===== src/hw/rtl/rep_pkg.sv =====
// rep_pkg: shared types and constants for the rotary encoder button pulse core
// no dependencies; imported by every module of the block

package rep_pkg;

    // configuration port
    localparam int CFG_IDX_W  = 1;
    localparam int CFG_DATA_W = 16;

    localparam logic [CFG_IDX_W-1:0] CFG_FILTER_LENGTH = 1'd0;
    localparam logic [CFG_IDX_W-1:0] CFG_HOLD_TICKS    = 1'd1;

    localparam logic [6:0]  FILTER_LENGTH_RESET = 7'd4;
    localparam logic [15:0] HOLD_TICKS_RESET    = 16'd10;

    // counter saturation for the hold timer
    localparam logic [15:0] HOLD_MAX = 16'hFFFF;

    // button machine modes
    typedef enum logic [1:0] {
        MODE_IDLE  = 2'd0,
        MODE_LEFT  = 2'd1,
        MODE_RIGHT = 2'd2
    } rep_mode_t;

    // move produced by the front end for one item
    typedef struct packed {
        logic valid;
        logic right;
    } rep_move_t;

    // move queue status seen by the button machine
    typedef struct packed {
        logic empty;
        logic head_right;
        logic drop;
    } rep_qstat_t;

endpackage


===== src/hw/rtl/rep_if.sv =====
// rep_if: valid/ready channel interfaces for encoder samples and button results
// no dependencies

interface rep_in_if;
    logic valid;
    logic ready;
    logic data_level;
    logic clock_level;

    modport source (output valid, output data_level, output clock_level, input ready);
    modport sink   (input valid, input data_level, input clock_level, output ready);
endinterface

interface rep_out_if;
    logic               valid;
    logic               ready;
    logic               left_button;
    logic               right_button;
    logic               overflow_flag;
    logic signed [15:0] position;

    modport source (output valid, output left_button, output right_button,
                    output overflow_flag, output position, input ready);
    modport sink   (input valid, input left_button, input right_button,
                    input overflow_flag, input position, output ready);
endinterface


===== src/hw/rtl/rep_front.sv =====
// rep_front: line filters, stable levels, half-step move detection and position
// depends on rep_pkg

module rep_front
    import rep_pkg::*;
(
    input  logic               clk,
    input  logic               rst_n,
    input  logic               take,
    input  logic               data_level,
    input  logic               clock_level,
    input  logic [6:0]         filter_length,
    output rep_move_t          move,
    output logic signed [15:0] position
);

    logic signed [7:0]  dcnt_reg, dcnt_next;
    logic signed [7:0]  ccnt_reg, ccnt_next;
    logic               sdata_reg, sdata_next;
    logic               sclk_reg, sclk_next;
    logic               primed_reg;
    logic signed [15:0] pos_reg, pos_next;
    logic signed [7:0]  end_pos, end_neg;
    logic               base_d, base_c, nd, nc;

    // effective filter end, zero taken as one
    assign end_pos = (filter_length == 7'd0) ? 8'sd1 : $signed({1'b0, filter_length});
    assign end_neg = -end_pos;

    // first item loads the stable levels straight from the inputs
    assign base_d = primed_reg ? sdata_reg : data_level;
    assign base_c = primed_reg ? sclk_reg  : clock_level;

    // integrating filters
    always_comb
    begin
        dcnt_next = dcnt_reg;
        ccnt_next = ccnt_reg;
        if (data_level)
        begin
            if (dcnt_reg < end_pos)
                dcnt_next = dcnt_reg + 8'sd1;
        end
        else if (dcnt_reg > end_neg)
        begin
            dcnt_next = dcnt_reg - 8'sd1;
        end
        if (clock_level)
        begin
            if (ccnt_reg < end_pos)
                ccnt_next = ccnt_reg + 8'sd1;
        end
        else if (ccnt_reg > end_neg)
        begin
            ccnt_next = ccnt_reg - 8'sd1;
        end
    end

    // stable levels change only at a counter end
    always_comb
    begin
        nd = base_d;
        nc = base_c;
        if (dcnt_next == end_pos)
            nd = 1'b1;
        else if (dcnt_next == end_neg)
            nd = 1'b0;
        if (ccnt_next == end_pos)
            nc = 1'b1;
        else if (ccnt_next == end_neg)
            nc = 1'b0;
    end

    // a change leaving the levels unequal is a move: left when data changed
    assign move.valid = take && ((nd != base_d) || (nc != base_c)) && (nd != nc);
    assign move.right = (nd == base_d);

    assign sdata_next = take ? nd : sdata_reg;
    assign sclk_next  = take ? nc : sclk_reg;

    always_comb
    begin
        pos_next = pos_reg;
        if (move.valid)
            pos_next = move.right ? pos_reg + 16'sd1 : pos_reg - 16'sd1;
    end

    // state registers
    always_ff @(posedge clk or negedge rst_n)
    begin
        if (!rst_n)
        begin
            dcnt_reg   <= '0;
            ccnt_reg   <= '0;
            sdata_reg  <= 1'b0;
            sclk_reg   <= 1'b0;
            primed_reg <= 1'b0;
            pos_reg    <= '0;
        end
        else
        begin
            if (take)
            begin
                dcnt_reg   <= dcnt_next;
                ccnt_reg   <= ccnt_next;
                primed_reg <= 1'b1;
            end
            sdata_reg <= sdata_next;
            sclk_reg  <= sclk_next;
            pos_reg   <= pos_next;
        end
    end

    assign position = pos_reg;

endmodule


===== src/hw/rtl/rep_queue.sv =====
// rep_queue: ring buffer of pending moves between front end and button machine
// depends on rep_pkg

module rep_queue
    import rep_pkg::*;
#(
    parameter int BUFFER_DEPTH = 16
)
(
    input  logic       clk,
    input  logic       rst_n,
    input  rep_move_t  move,
    input  logic       pop,
    output rep_qstat_t status
);

    localparam int PTR_W = $clog2(BUFFER_DEPTH);
    localparam logic [PTR_W-1:0] PTR_LAST = PTR_W'(BUFFER_DEPTH - 1);

    logic             mem [BUFFER_DEPTH];
    logic [PTR_W-1:0] rd_reg, rd_next;
    logic [PTR_W-1:0] wr_reg, wr_next;
    logic [PTR_W-1:0] wr_inc, rd_inc;
    logic             head_reg;
    logic             full, empty_before, push;

    assign wr_inc = (wr_reg == PTR_LAST) ? '0 : wr_reg + PTR_W'(1);
    assign rd_inc = (rd_reg == PTR_LAST) ? '0 : rd_reg + PTR_W'(1);

    // one slot stays free so that equal pointers mean empty
    assign full         = (wr_inc == rd_reg);
    assign empty_before = (wr_reg == rd_reg);
    assign push         = move.valid && !full;

    assign wr_next = push ? wr_inc : wr_reg;
    assign rd_next = pop ? rd_inc : rd_reg;

    // status after this item's push; a move into an empty queue is its own head
    assign status.drop       = move.valid && full;
    assign status.empty      = (wr_next == rd_reg);
    assign status.head_right = empty_before ? move.right : head_reg;

    // move store, written at the tail and read at the next head
    always_ff @(posedge clk)
    begin
        if (push)
            mem[wr_reg] <= move.right;
        if (push && (wr_reg == rd_next))
            head_reg <= move.right;
        else
            head_reg <= mem[rd_next];
    end

    // pointers
    always_ff @(posedge clk or negedge rst_n)
    begin
        if (!rst_n)
        begin
            rd_reg <= '0;
            wr_reg <= '0;
        end
        else
        begin
            rd_reg <= rd_next;
            wr_reg <= wr_next;
        end
    end

endmodule


===== src/hw/rtl/rep_back.sv =====
// rep_back: button press machine, overflow handling and result register
// depends on rep_pkg

module rep_back
    import rep_pkg::*;
(
    input  logic        clk,
    input  logic        rst_n,
    input  logic        take,
    input  logic        out_ready,
    input  logic [15:0] hold_ticks,
    input  rep_qstat_t  status,
    output logic        pop,
    output logic        slot_free,
    output logic        out_valid,
    output logic        left_button,
    output logic        right_button,
    output logic        overflow_flag
);

    rep_mode_t   mode_reg, mode_next;
    logic [15:0] hc_reg, hc_next, hc_inc;
    logic        left_reg, left_next;
    logic        right_reg, right_next;
    logic        ovf_reg, ovf_next, ovf_now;
    logic        valid_reg;

    assign hc_inc  = (hc_reg == HOLD_MAX) ? hc_reg : hc_reg + 16'd1;
    assign ovf_now = ovf_reg | status.drop;

    // next state and button levels for one item
    always_comb
    begin
        mode_next  = mode_reg;
        hc_next    = hc_reg;
        left_next  = left_reg;
        right_next = right_reg;
        ovf_next   = ovf_reg;
        pop        = 1'b0;
        if (take)
        begin
            ovf_next = ovf_now;
            unique case (mode_reg)
                MODE_LEFT, MODE_RIGHT:
                begin
                    hc_next = hc_inc;
                    if (hc_inc >= hold_ticks)
                    begin
                        if (!ovf_now)
                        begin
                            if (mode_reg == MODE_LEFT)
                                left_next = 1'b0;
                            else
                                right_next = 1'b0;
                        end
                        mode_next = MODE_IDLE;
                    end
                end
                default:
                begin
                    mode_next = MODE_IDLE;
                    if (status.empty)
                    begin
                        if (ovf_now)
                        begin
                            ovf_next   = 1'b0;
                            left_next  = 1'b0;
                            right_next = 1'b0;
                        end
                    end
                    else
                    begin
                        pop     = 1'b1;
                        hc_next = '0;
                        if (status.head_right)
                        begin
                            mode_next = MODE_RIGHT;
                            if (!ovf_now)
                                right_next = 1'b1;
                        end
                        else
                        begin
                            mode_next = MODE_LEFT;
                            if (!ovf_now)
                                left_next = 1'b1;
                        end
                    end
                end
            endcase
        end
    end

    // state register
    always_ff @(posedge clk or negedge rst_n)
    begin
        if (!rst_n)
        begin
            mode_reg  <= MODE_IDLE;
            hc_reg    <= '0;
            left_reg  <= 1'b0;
            right_reg <= 1'b0;
            ovf_reg   <= 1'b0;
        end
        else
        begin
            mode_reg  <= mode_next;
            hc_reg    <= hc_next;
            left_reg  <= left_next;
            right_reg <= right_next;
            ovf_reg   <= ovf_next;
        end
    end

    // result slot: levels only change when a new item is taken
    always_ff @(posedge clk or negedge rst_n)
    begin
        if (!rst_n)
            valid_reg <= 1'b0;
        else if (take)
            valid_reg <= 1'b1;
        else if (out_ready)
            valid_reg <= 1'b0;
    end

    assign slot_free     = !valid_reg || out_ready;
    assign out_valid     = valid_reg;
    assign left_button   = left_reg;
    assign right_button  = right_reg;
    assign overflow_flag = ovf_reg;

endmodule


===== src/hw/rtl/rotary_encoder_to_button_pulses_core.sv =====
// rotary_encoder_to_button_pulses_core: top level of the encoder to button pulse block
// depends on rep_pkg, rep_if, rep_front, rep_queue, rep_back
//
//   channel    dir  handshake          payload
//   item_in    in   valid / ready      data_level, clock_level
//   item_out   out  valid / ready      left_button, right_button, overflow_flag, position
//   cfg        in   cfg_we             cfg_index, cfg_data
//
// one item per clock while the result register is free; each item gives its result on the next cycle
// the single result register sets the rate: a new item is taken whenever the
// register is empty or being read in the same cycle
// reset clears filters, pointers and the button machine; no clearing pass
// a stall on item_out holds item_in off; the move queue never stalls

module rotary_encoder_to_button_pulses_core
    import rep_pkg::*;
#(
    parameter int BUFFER_DEPTH = 16
)
(
    input  logic                  clk,
    input  logic                  rst_n,
    rep_in_if.sink                item_in,
    rep_out_if.source             item_out,
    input  logic                  cfg_we,
    input  logic [CFG_IDX_W-1:0]  cfg_index,
    input  logic [CFG_DATA_W-1:0] cfg_data
);

    logic [6:0]  filter_length_reg;
    logic [15:0] hold_ticks_reg;
    logic        take, pop, slot_free;
    rep_move_t   move;
    rep_qstat_t  status;

    // configuration registers
    always_ff @(posedge clk or negedge rst_n)
    begin
        if (!rst_n)
        begin
            filter_length_reg <= FILTER_LENGTH_RESET;
            hold_ticks_reg    <= HOLD_TICKS_RESET;
        end
        else if (cfg_we)
        begin
            unique case (cfg_index)
                CFG_FILTER_LENGTH: filter_length_reg <= cfg_data[6:0];
                CFG_HOLD_TICKS:    hold_ticks_reg    <= cfg_data[15:0];
            endcase
        end
    end

    // item handshake
    assign item_in.ready = slot_free;
    assign take          = item_in.valid && slot_free;

    rep_front u_front (
        .clk           (clk),
        .rst_n         (rst_n),
        .take          (take),
        .data_level    (item_in.data_level),
        .clock_level   (item_in.clock_level),
        .filter_length (filter_length_reg),
        .move          (move),
        .position      (item_out.position)
    );

    rep_queue #(
        .BUFFER_DEPTH (BUFFER_DEPTH)
    ) u_queue (
        .clk    (clk),
        .rst_n  (rst_n),
        .move   (move),
        .pop    (pop),
        .status (status)
    );

    rep_back u_back (
        .clk           (clk),
        .rst_n         (rst_n),
        .take          (take),
        .out_ready     (item_out.ready),
        .hold_ticks    (hold_ticks_reg),
        .status        (status),
        .pop           (pop),
        .slot_free     (slot_free),
        .out_valid     (item_out.valid),
        .left_button   (item_out.left_button),
        .right_button  (item_out.right_button),
        .overflow_flag (item_out.overflow_flag)
    );

endmodule


===== src/flat_wrapper.sv =====
// flat-port wrapper written by rule: the top's interface ports become plain ports
module rotary_encoder_to_button_pulses_core_flat import rep_pkg::*;
#(
    parameter int BUFFER_DEPTH = 16
)
  (clk, rst_n, cfg_we, cfg_index, cfg_data, item_in_valid, item_in_data_level, item_in_clock_level, item_in_ready, item_out_valid, item_out_left_button, item_out_right_button, item_out_overflow_flag, item_out_position, item_out_ready);
  rep_in_if item_in_i ();
  rep_out_if item_out_i ();
  input  logic clk;
  input  logic rst_n;
  input  logic cfg_we;
  input  logic [CFG_IDX_W-1:0] cfg_index;
  input  logic [CFG_DATA_W-1:0] cfg_data;
  input wire logic [$bits(item_in_i.valid)-1:0] item_in_valid;
  input wire logic [$bits(item_in_i.data_level)-1:0] item_in_data_level;
  input wire logic [$bits(item_in_i.clock_level)-1:0] item_in_clock_level;
  output wire logic [$bits(item_in_i.ready)-1:0] item_in_ready;
  output wire logic [$bits(item_out_i.valid)-1:0] item_out_valid;
  output wire logic [$bits(item_out_i.left_button)-1:0] item_out_left_button;
  output wire logic [$bits(item_out_i.right_button)-1:0] item_out_right_button;
  output wire logic [$bits(item_out_i.overflow_flag)-1:0] item_out_overflow_flag;
  output wire logic [$bits(item_out_i.position)-1:0] item_out_position;
  input wire logic [$bits(item_out_i.ready)-1:0] item_out_ready;
  assign item_in_i.valid = item_in_valid;
  assign item_in_i.data_level = item_in_data_level;
  assign item_in_i.clock_level = item_in_clock_level;
  assign item_in_ready = item_in_i.ready;
  assign item_out_valid = item_out_i.valid;
  assign item_out_left_button = item_out_i.left_button;
  assign item_out_right_button = item_out_i.right_button;
  assign item_out_overflow_flag = item_out_i.overflow_flag;
  assign item_out_position = item_out_i.position;
  assign item_out_i.ready = item_out_ready;
  rotary_encoder_to_button_pulses_core #(.BUFFER_DEPTH(BUFFER_DEPTH)) u_core (.clk(clk), .rst_n(rst_n), .item_in(item_in_i), .item_out(item_out_i), .cfg_we(cfg_we), .cfg_index(cfg_index), .cfg_data(cfg_data));
endmodule

===== config.mk =====
export PLATFORM = sky130hd
export DESIGN_NAME = rotary_encoder_to_button_pulses_core_flat
export DESIGN_NICKNAME = d
export VERILOG_FILES = /design/src/hw/rtl/rep_pkg.sv /design/src/hw/rtl/rep_if.sv /design/src/hw/rtl/rep_front.sv /design/src/hw/rtl/rep_queue.sv /design/src/hw/rtl/rep_back.sv /design/src/hw/rtl/rotary_encoder_to_button_pulses_core.sv /design/src/flat_wrapper.sv
export SDC_FILE = /design/constraint.sdc
export NUM_CORES = 1
export LEC_CHECK = 0
export ABC_CLOCK_PERIOD_IN_PS = 22400
export BUFFER_PORTS_ARGS = -buffer_cell sky130_fd_sc_hd__buf_2
export CAP_MARGIN = 20
export CORE_UTILIZATION = 45
export CTS_BUF_LIST = sky130_fd_sc_hd__clkbuf_8 sky130_fd_sc_hd__clkbuf_16
export DETAILED_ROUTE_END_ITERATION = 6
export MAX_ROUTING_LAYER = met4
export PLACE_DENSITY_LB_ADDON = 0.12
export SLEW_MARGIN = 10
export SYNTH_ARGS = -nofsm -noshare
export SYNTH_HDL_FRONTEND = slang
export SYNTH_HIERARCHICAL = 1
export SYNTH_SLANG_ARGS = --single-unit

===== constraint.sdc =====
create_clock -name clk -period 22.4 [get_ports clk]
set_input_delay 1.12 -clock clk [delete_from_list [all_inputs] [get_ports clk]]
set_output_delay 1.12 -clock clk [all_outputs]
set_load 0.01 [all_outputs]

Yosys cells after proc, flatten, opt, wreduce, memory -nomap -nowiden
Memory sizes are Yosys's and may differ from the RTL's. A register that Yosys moved wholly into a read port is not among the register bits. Cells that the tools add are included.

Register bits: 88. Memory bits (writable): 16. Input port bits: 24. Output and inout port bits: 21. Word-level logic and storage cells: 126. Memories: 1.

Add/subtract/negate cells: 10. Magnitude comparators: 5. Equal/unequal tests: 24. Muxes and demuxes: 49. Bitwise operators: 2. Reductions and logical operators: 19.

Memories: u_core.u_queue.mem (words 16, width 1, rd ports 1, clocked after memory_dff 1, wr ports 1, RTL line rep_queue.sv:20) `logic mem [BUFFER_DEPTH];`.

Operators with widths (count): 2-to-1 mux 16 bit (4); 2-to-1 mux 8 bit (6); equality test 8 bit (4); 2-to-1 mux 1 bit (30); adder 16 x 1 -> 16 bit, second input constant (1); adder 16 x 2 -> 16 bit, second input constant (1); adder 8 x 2 -> 8 bit, second input constant (2); equality test 16 bit, second input constant (1); greater-or-equal comparator 16 bit (1); > comparator 8 bit (2); < comparator 8 bit (2); 2-to-1 mux 4 bit (4); subtractor 16 x 2 -> 16 bit, second input constant (1); subtractor 8 x 2 -> 8 bit, second input constant (2); AND reduction 7 bit (2); equality test 4 bit (3); inequality test 2 bit, second input constant (5); adder 4 x 1 -> 4 bit, second input constant (2); equality test 4 bit, second input constant (2); 2-to-1 mux 2 bit (4); negator 7 -> 8 bit (1); AND reduction 2 bit (4); logical NOT 7 bit (1); 2-to-1 mux 7 bit (1); 15 further kinds (23).

Longest topological paths before layout
Depth in word-level cells: 20. Mapped depth: 34. Mapped depth without buffers: 33.

By module
Netlist, hierarchy kept.

By module, submodules not included: rep_front (instances 1, cells each 472, area an instance 4252.8 um^2, sequential area each 875.8 um^2); rep_back (instances 1, cells each 247, area an instance 2026.9 um^2, sequential area each 550.5 um^2); rep_queue (instances 1, cells each 149, area an instance 1667.8 um^2, sequential area each 760.7 um^2); rotary_encoder_to_button_pulses_core (instances 1, cells each 51, area an instance 957.2 um^2, sequential area each 579.3 um^2).

Worst setup path after synthesis
Ideal clock, no wire load.

Path kind: reg-to-reg. Start point: reg u_core.filter_length_reg[5]. End point: reg u_core.u_front.pos_reg[15] (netlist: u_core/u_front/position[15]). Setup time: 79 ps. Arrival time: 7383 ps. Required time: 22321 ps. Setup slack: 14938 ps. Stages on the path, launching flop included: 33. Path buffers: 0. Clock period less this slack: 7462 ps. Path through: dfrtp_1 -> nor4_2 -> a31o_2 -> inv_1 -> ha_1 -> and3_1 -> xnor2_1 -> inv_1 -> ha_1 -> nand3_1 -> or4_4 -> and3_4 -> o32ai_1 -> nor3_2 -> xnor2_1 -> nand2_1 -> and4b_1 -> mux2i_2 -> inv_1 -> ha_1 -> a21o_1 -> a21o_1 -> a21o_1 -> a21o_1 -> a21o_1 -> a211o_1 -> a21o_1 -> a21o_1 -> a31oi_1 -> o21ai_0 -> xor2_1 -> nor3_1 -> xor2_1.

RTL lines: from (decl) (RTL line rotary_encoder_to_button_pulses_core.sv:30) `logic [6:0] filter_length_reg;`; from (signal assigned) (RTL line rotary_encoder_to_button_pulses_core.sv:47) `CFG_FILTER_LENGTH: filter_length_reg <= cfg_data[6:0];`; to (signal assigned) (RTL line rep_front.sv:110) `pos_reg <= pos_next;`; to (decl) (RTL line rep_front.sv:22) `logic signed [15:0] pos_reg, pos_next;`.

==> results.md <==
* Yosys cell types at approximately 110
* Ys flop type: dfrtp_1
* Gp weighted congestion at between 0.8 and 0.9
* Via Count at between 6000 and 7000
* Compound-cell area share of the yosys netlist at between 15 and 20%
* Global-route wire length before repair at around 34 mm
* Post-synth top cells: dfrtp_1, ha_1, nand2_1, inv_1, nor2_1
* Antenna cells at 0
* Clock-pin slew on the worst setup and hold paths at ~0.07 ns
* Clock Latency Late Sink at around 0.36 ns
* Vias/cell at between 5 and 6
* Post-CTS Resized at 0
* Vias in the first global route at ~6400
* Crit path buffers/inverters at 4
* XOR/XNOR share of the synthesized area at 9.41%
* MaxCap Viol Count at 0
* Min-Delay Endpoint: u_core/u_front/position[15]$_DFFE_PN0P_
* Drt wl/cell at 17.3 µm
* Initial drt markers at ~350
* Final-report hold violation count at 0
* Synth-to-Final Area Change at 7.35%
* Net count, final at between 1000 and 1500
* Largest stage delay, worst path at 0.62 ns
* Final Cycle Share at approximately 36%
* Synth Area in Simple Gates at 17.2%
* Critical R2R Capture: u_core/u_back/hc_reg[5]$_DFFE_PN0P_
* Kind of critical path: register to register
* Chip height at 143 µm
* Post-synth top area cell: dfrtp_1
* Starting density of the core at between 40 and 50%
* Hold path startpoint: u_core/u_front/position[15]$_DFFE_PN0P_
* Yosys Warn Count at 6
* EDFF count, synth at 16
* Top cell type's share of synthesized area at a little under a quarter
* Tmin final at a little over 8 ns
* Hold Path Cell Cnt at 1
* H-tree depth at 3
* Detailed placer's ending HPWL at between 15 and 20 mm
* Leakage at around 4.4 nW
* Ys async rst share at between 80% and 90%
* Setup Skew at about 0.0093 ns
* Startpoint class of the critical path: register
* Die area at 20400 µm²
* Post-Place Setup Slack at between 10 and 15 ns
* #FFs+latches synth at between 100 and 150
* Setup Buffers After CTS at 0
* Crit-path leading delay family: simple AND/OR/NAND/NOR gates
* CTS Hold Buffers Added at 0
* Sequential-to-total area share from yosys stat at between 30% and 40%
* PnR worst setup slack at 14.25 ns
* Io pins at 45
* Max Buffers Root-to-Sink at 2
* Max_slew headroom at between 40 and 50%
* Req. time, crit path at 22.60 ns
* Antenna violations before repair at 0
* Port-buffer cells at 44
* CP endpoint kind: register
* Min-delay worst type: register to register
* Post-synthesis area per instance at 9.69 µm²
* Most frequent cell after synthesis: dfrtp_1
* # setup viols final at 0
* R2r startpoint: u_core/filter_length_reg[5]$_DFFE_PN0P_
* Slew Viols, Final at 0
* CTS Sinks at ~110
* Worst Setup SP: u_core/filter_length_reg[5]$_DFFE_PN0P_
* Congestion Overflow GR at 0
* Status: complete, no violations
* Peak supply drop at 0.0000819 V
* Mapped Cells at 919
* Synth area leaders: dfrtp_1, ha_1, edfxtp_1
* Adder-cell share of the synthesized area at about 10%
* Ratio of cells with drive above 1 in the final layout at 16.2%
* Max Fclk at between 100 and 150 MHz
* Most Frequent Cell on Critical Path: inv_1
* Setup TNS at 0 ns
* RSZ-0062 raised after global routing: false
* Clk root buf: clkbuf_16
* Mux contribution to synthesized area at about 9%
* Worst reg2reg setup slack at approximately 14 ns
* DRC Markers at 0
* Detail Route Antenna Nets at 0
* Largest net degree at the start of global routing at between 60 and 70
* Cell area power density at roughly 120 nW/µm²
* First-pass DRT Iterations at 5
* Row cnt at 51
* Synthesized area at 8900 µm²
* GRT Overall Usage at 22.1%
* CTS buffer count at 9
* Crit path DAT at around 8.3 ns
* TritonCTS clock tree: yes
* Wirelength, routed at ~21 mm
* Worst R2R Path Depth at 29
* Worst-path fanout max at 26
* Die W at between 100 and 150 µm
* Largest family of logic cells by synthesized area: compound AO/OA/AOI/OAI gates
* Layout filler cell count at between 1500 and 2000
* Core Region at slightly below 20000 µm²
* Pwr Total at between 0.001 and 0.0015 W
* Crit-path slowest cell: nor2_4
* Slew @ Worst Pin at 0.846 ns
## routing by layer
metal	global-route usage (%)	part of all wire, %
met5	-	0
met4	5.49	1.0
met3	3.05	3.1
met2	34.4	46
met1	30.3	50
## worst max-delay path by stage
stage                                              end  slack, ns  cells after the start
2_1_floorplan  u_core/u_front/position[15]$_DFFE_PN0P_      14.94                     32
3_3_place_gp       u_core/u_back/hc_reg[9]$_DFFE_PN0P_      14.29                     29
3_5_place_dp       u_core/u_back/hc_reg[5]$_DFFE_PN0P_      14.27                     29
4_1_cts            u_core/u_back/hc_reg[5]$_DFFE_PN0P_      14.25                     29
5_1_grt        u_core/u_front/position[14]$_DFFE_PN0P_      13.47                     33
6_report           u_core/u_back/hc_reg[5]$_DFFE_PN0P_      14.25                     29
## stage by stage
stage | util, % | std cells | instance area (µm²) | hold slack [ns]
after CTS | 49.3 | 1207 | 9560 | 0.513
after floorplan | - | 920 | 8910 | 0.479
after global placement | 47.7 | 1191 | 9250 | 0.490
final | 49.3 | 1207 | 9560 | 0.505
after global routing | 49.3 | 1207 | 9560 | 0.528
after detailed placement | 47.7 | 1191 | 9250 | 0.496
## layout make-up
cell class	instances	area [µm²]	share of cell area (%)
flip-flops and latches	108	2770	28.9
repair buffers	48	253	2.64
clock buffers	11	253	2.64
well taps	265	332	3.47
multi-input cells	706	5660	59.2
inverters	64	240	2.51
clock inverters	5	60.1	0.628
## layout by cell type, fill, tap and decap left out, types with 6 or more instances in the layout
cell type and n:
clkbuf_16 9, buf_2 43, nand2b_1 12, nor2b_1 7, and3_1 31, a31oi_1 13
nand2_1 68, nand4_1 10, a21oi_1 45, o21ai_1 7, mux2i_1 15, nand3_1 21
ha_1 70, edfxtp_1 16, a21o_1 16, nor2_1 54, xnor3_1 7, inv_1 62
dfrtp_1 85, and2_1 10, a211oi_1 9, mux2_4 24, o21ai_0 39, mux2_2 11
nor4_1 6, xnor2_1 51, xor2_1 24, o31ai_1 7, o21a_1 7, nor3_1 18
## cells by family (layout without fill, tap and decap cells)
group	count (synthesis)	in the layout
compound gates	214	214
xor+xnor	83	83
fa+ha+maj	71	71
buf+inv	106	128
flops	108	108
mux	58	58
other cells	1	2
simple gates	278	278
## power by group
part	switching, W	internal [W]
clock network	0.0000736	0.0000935
logic	0.000344	0.000290
registers	0.000101	0.000254
total	0.000519	0.000638
Power figures use the tool's default switching activity.
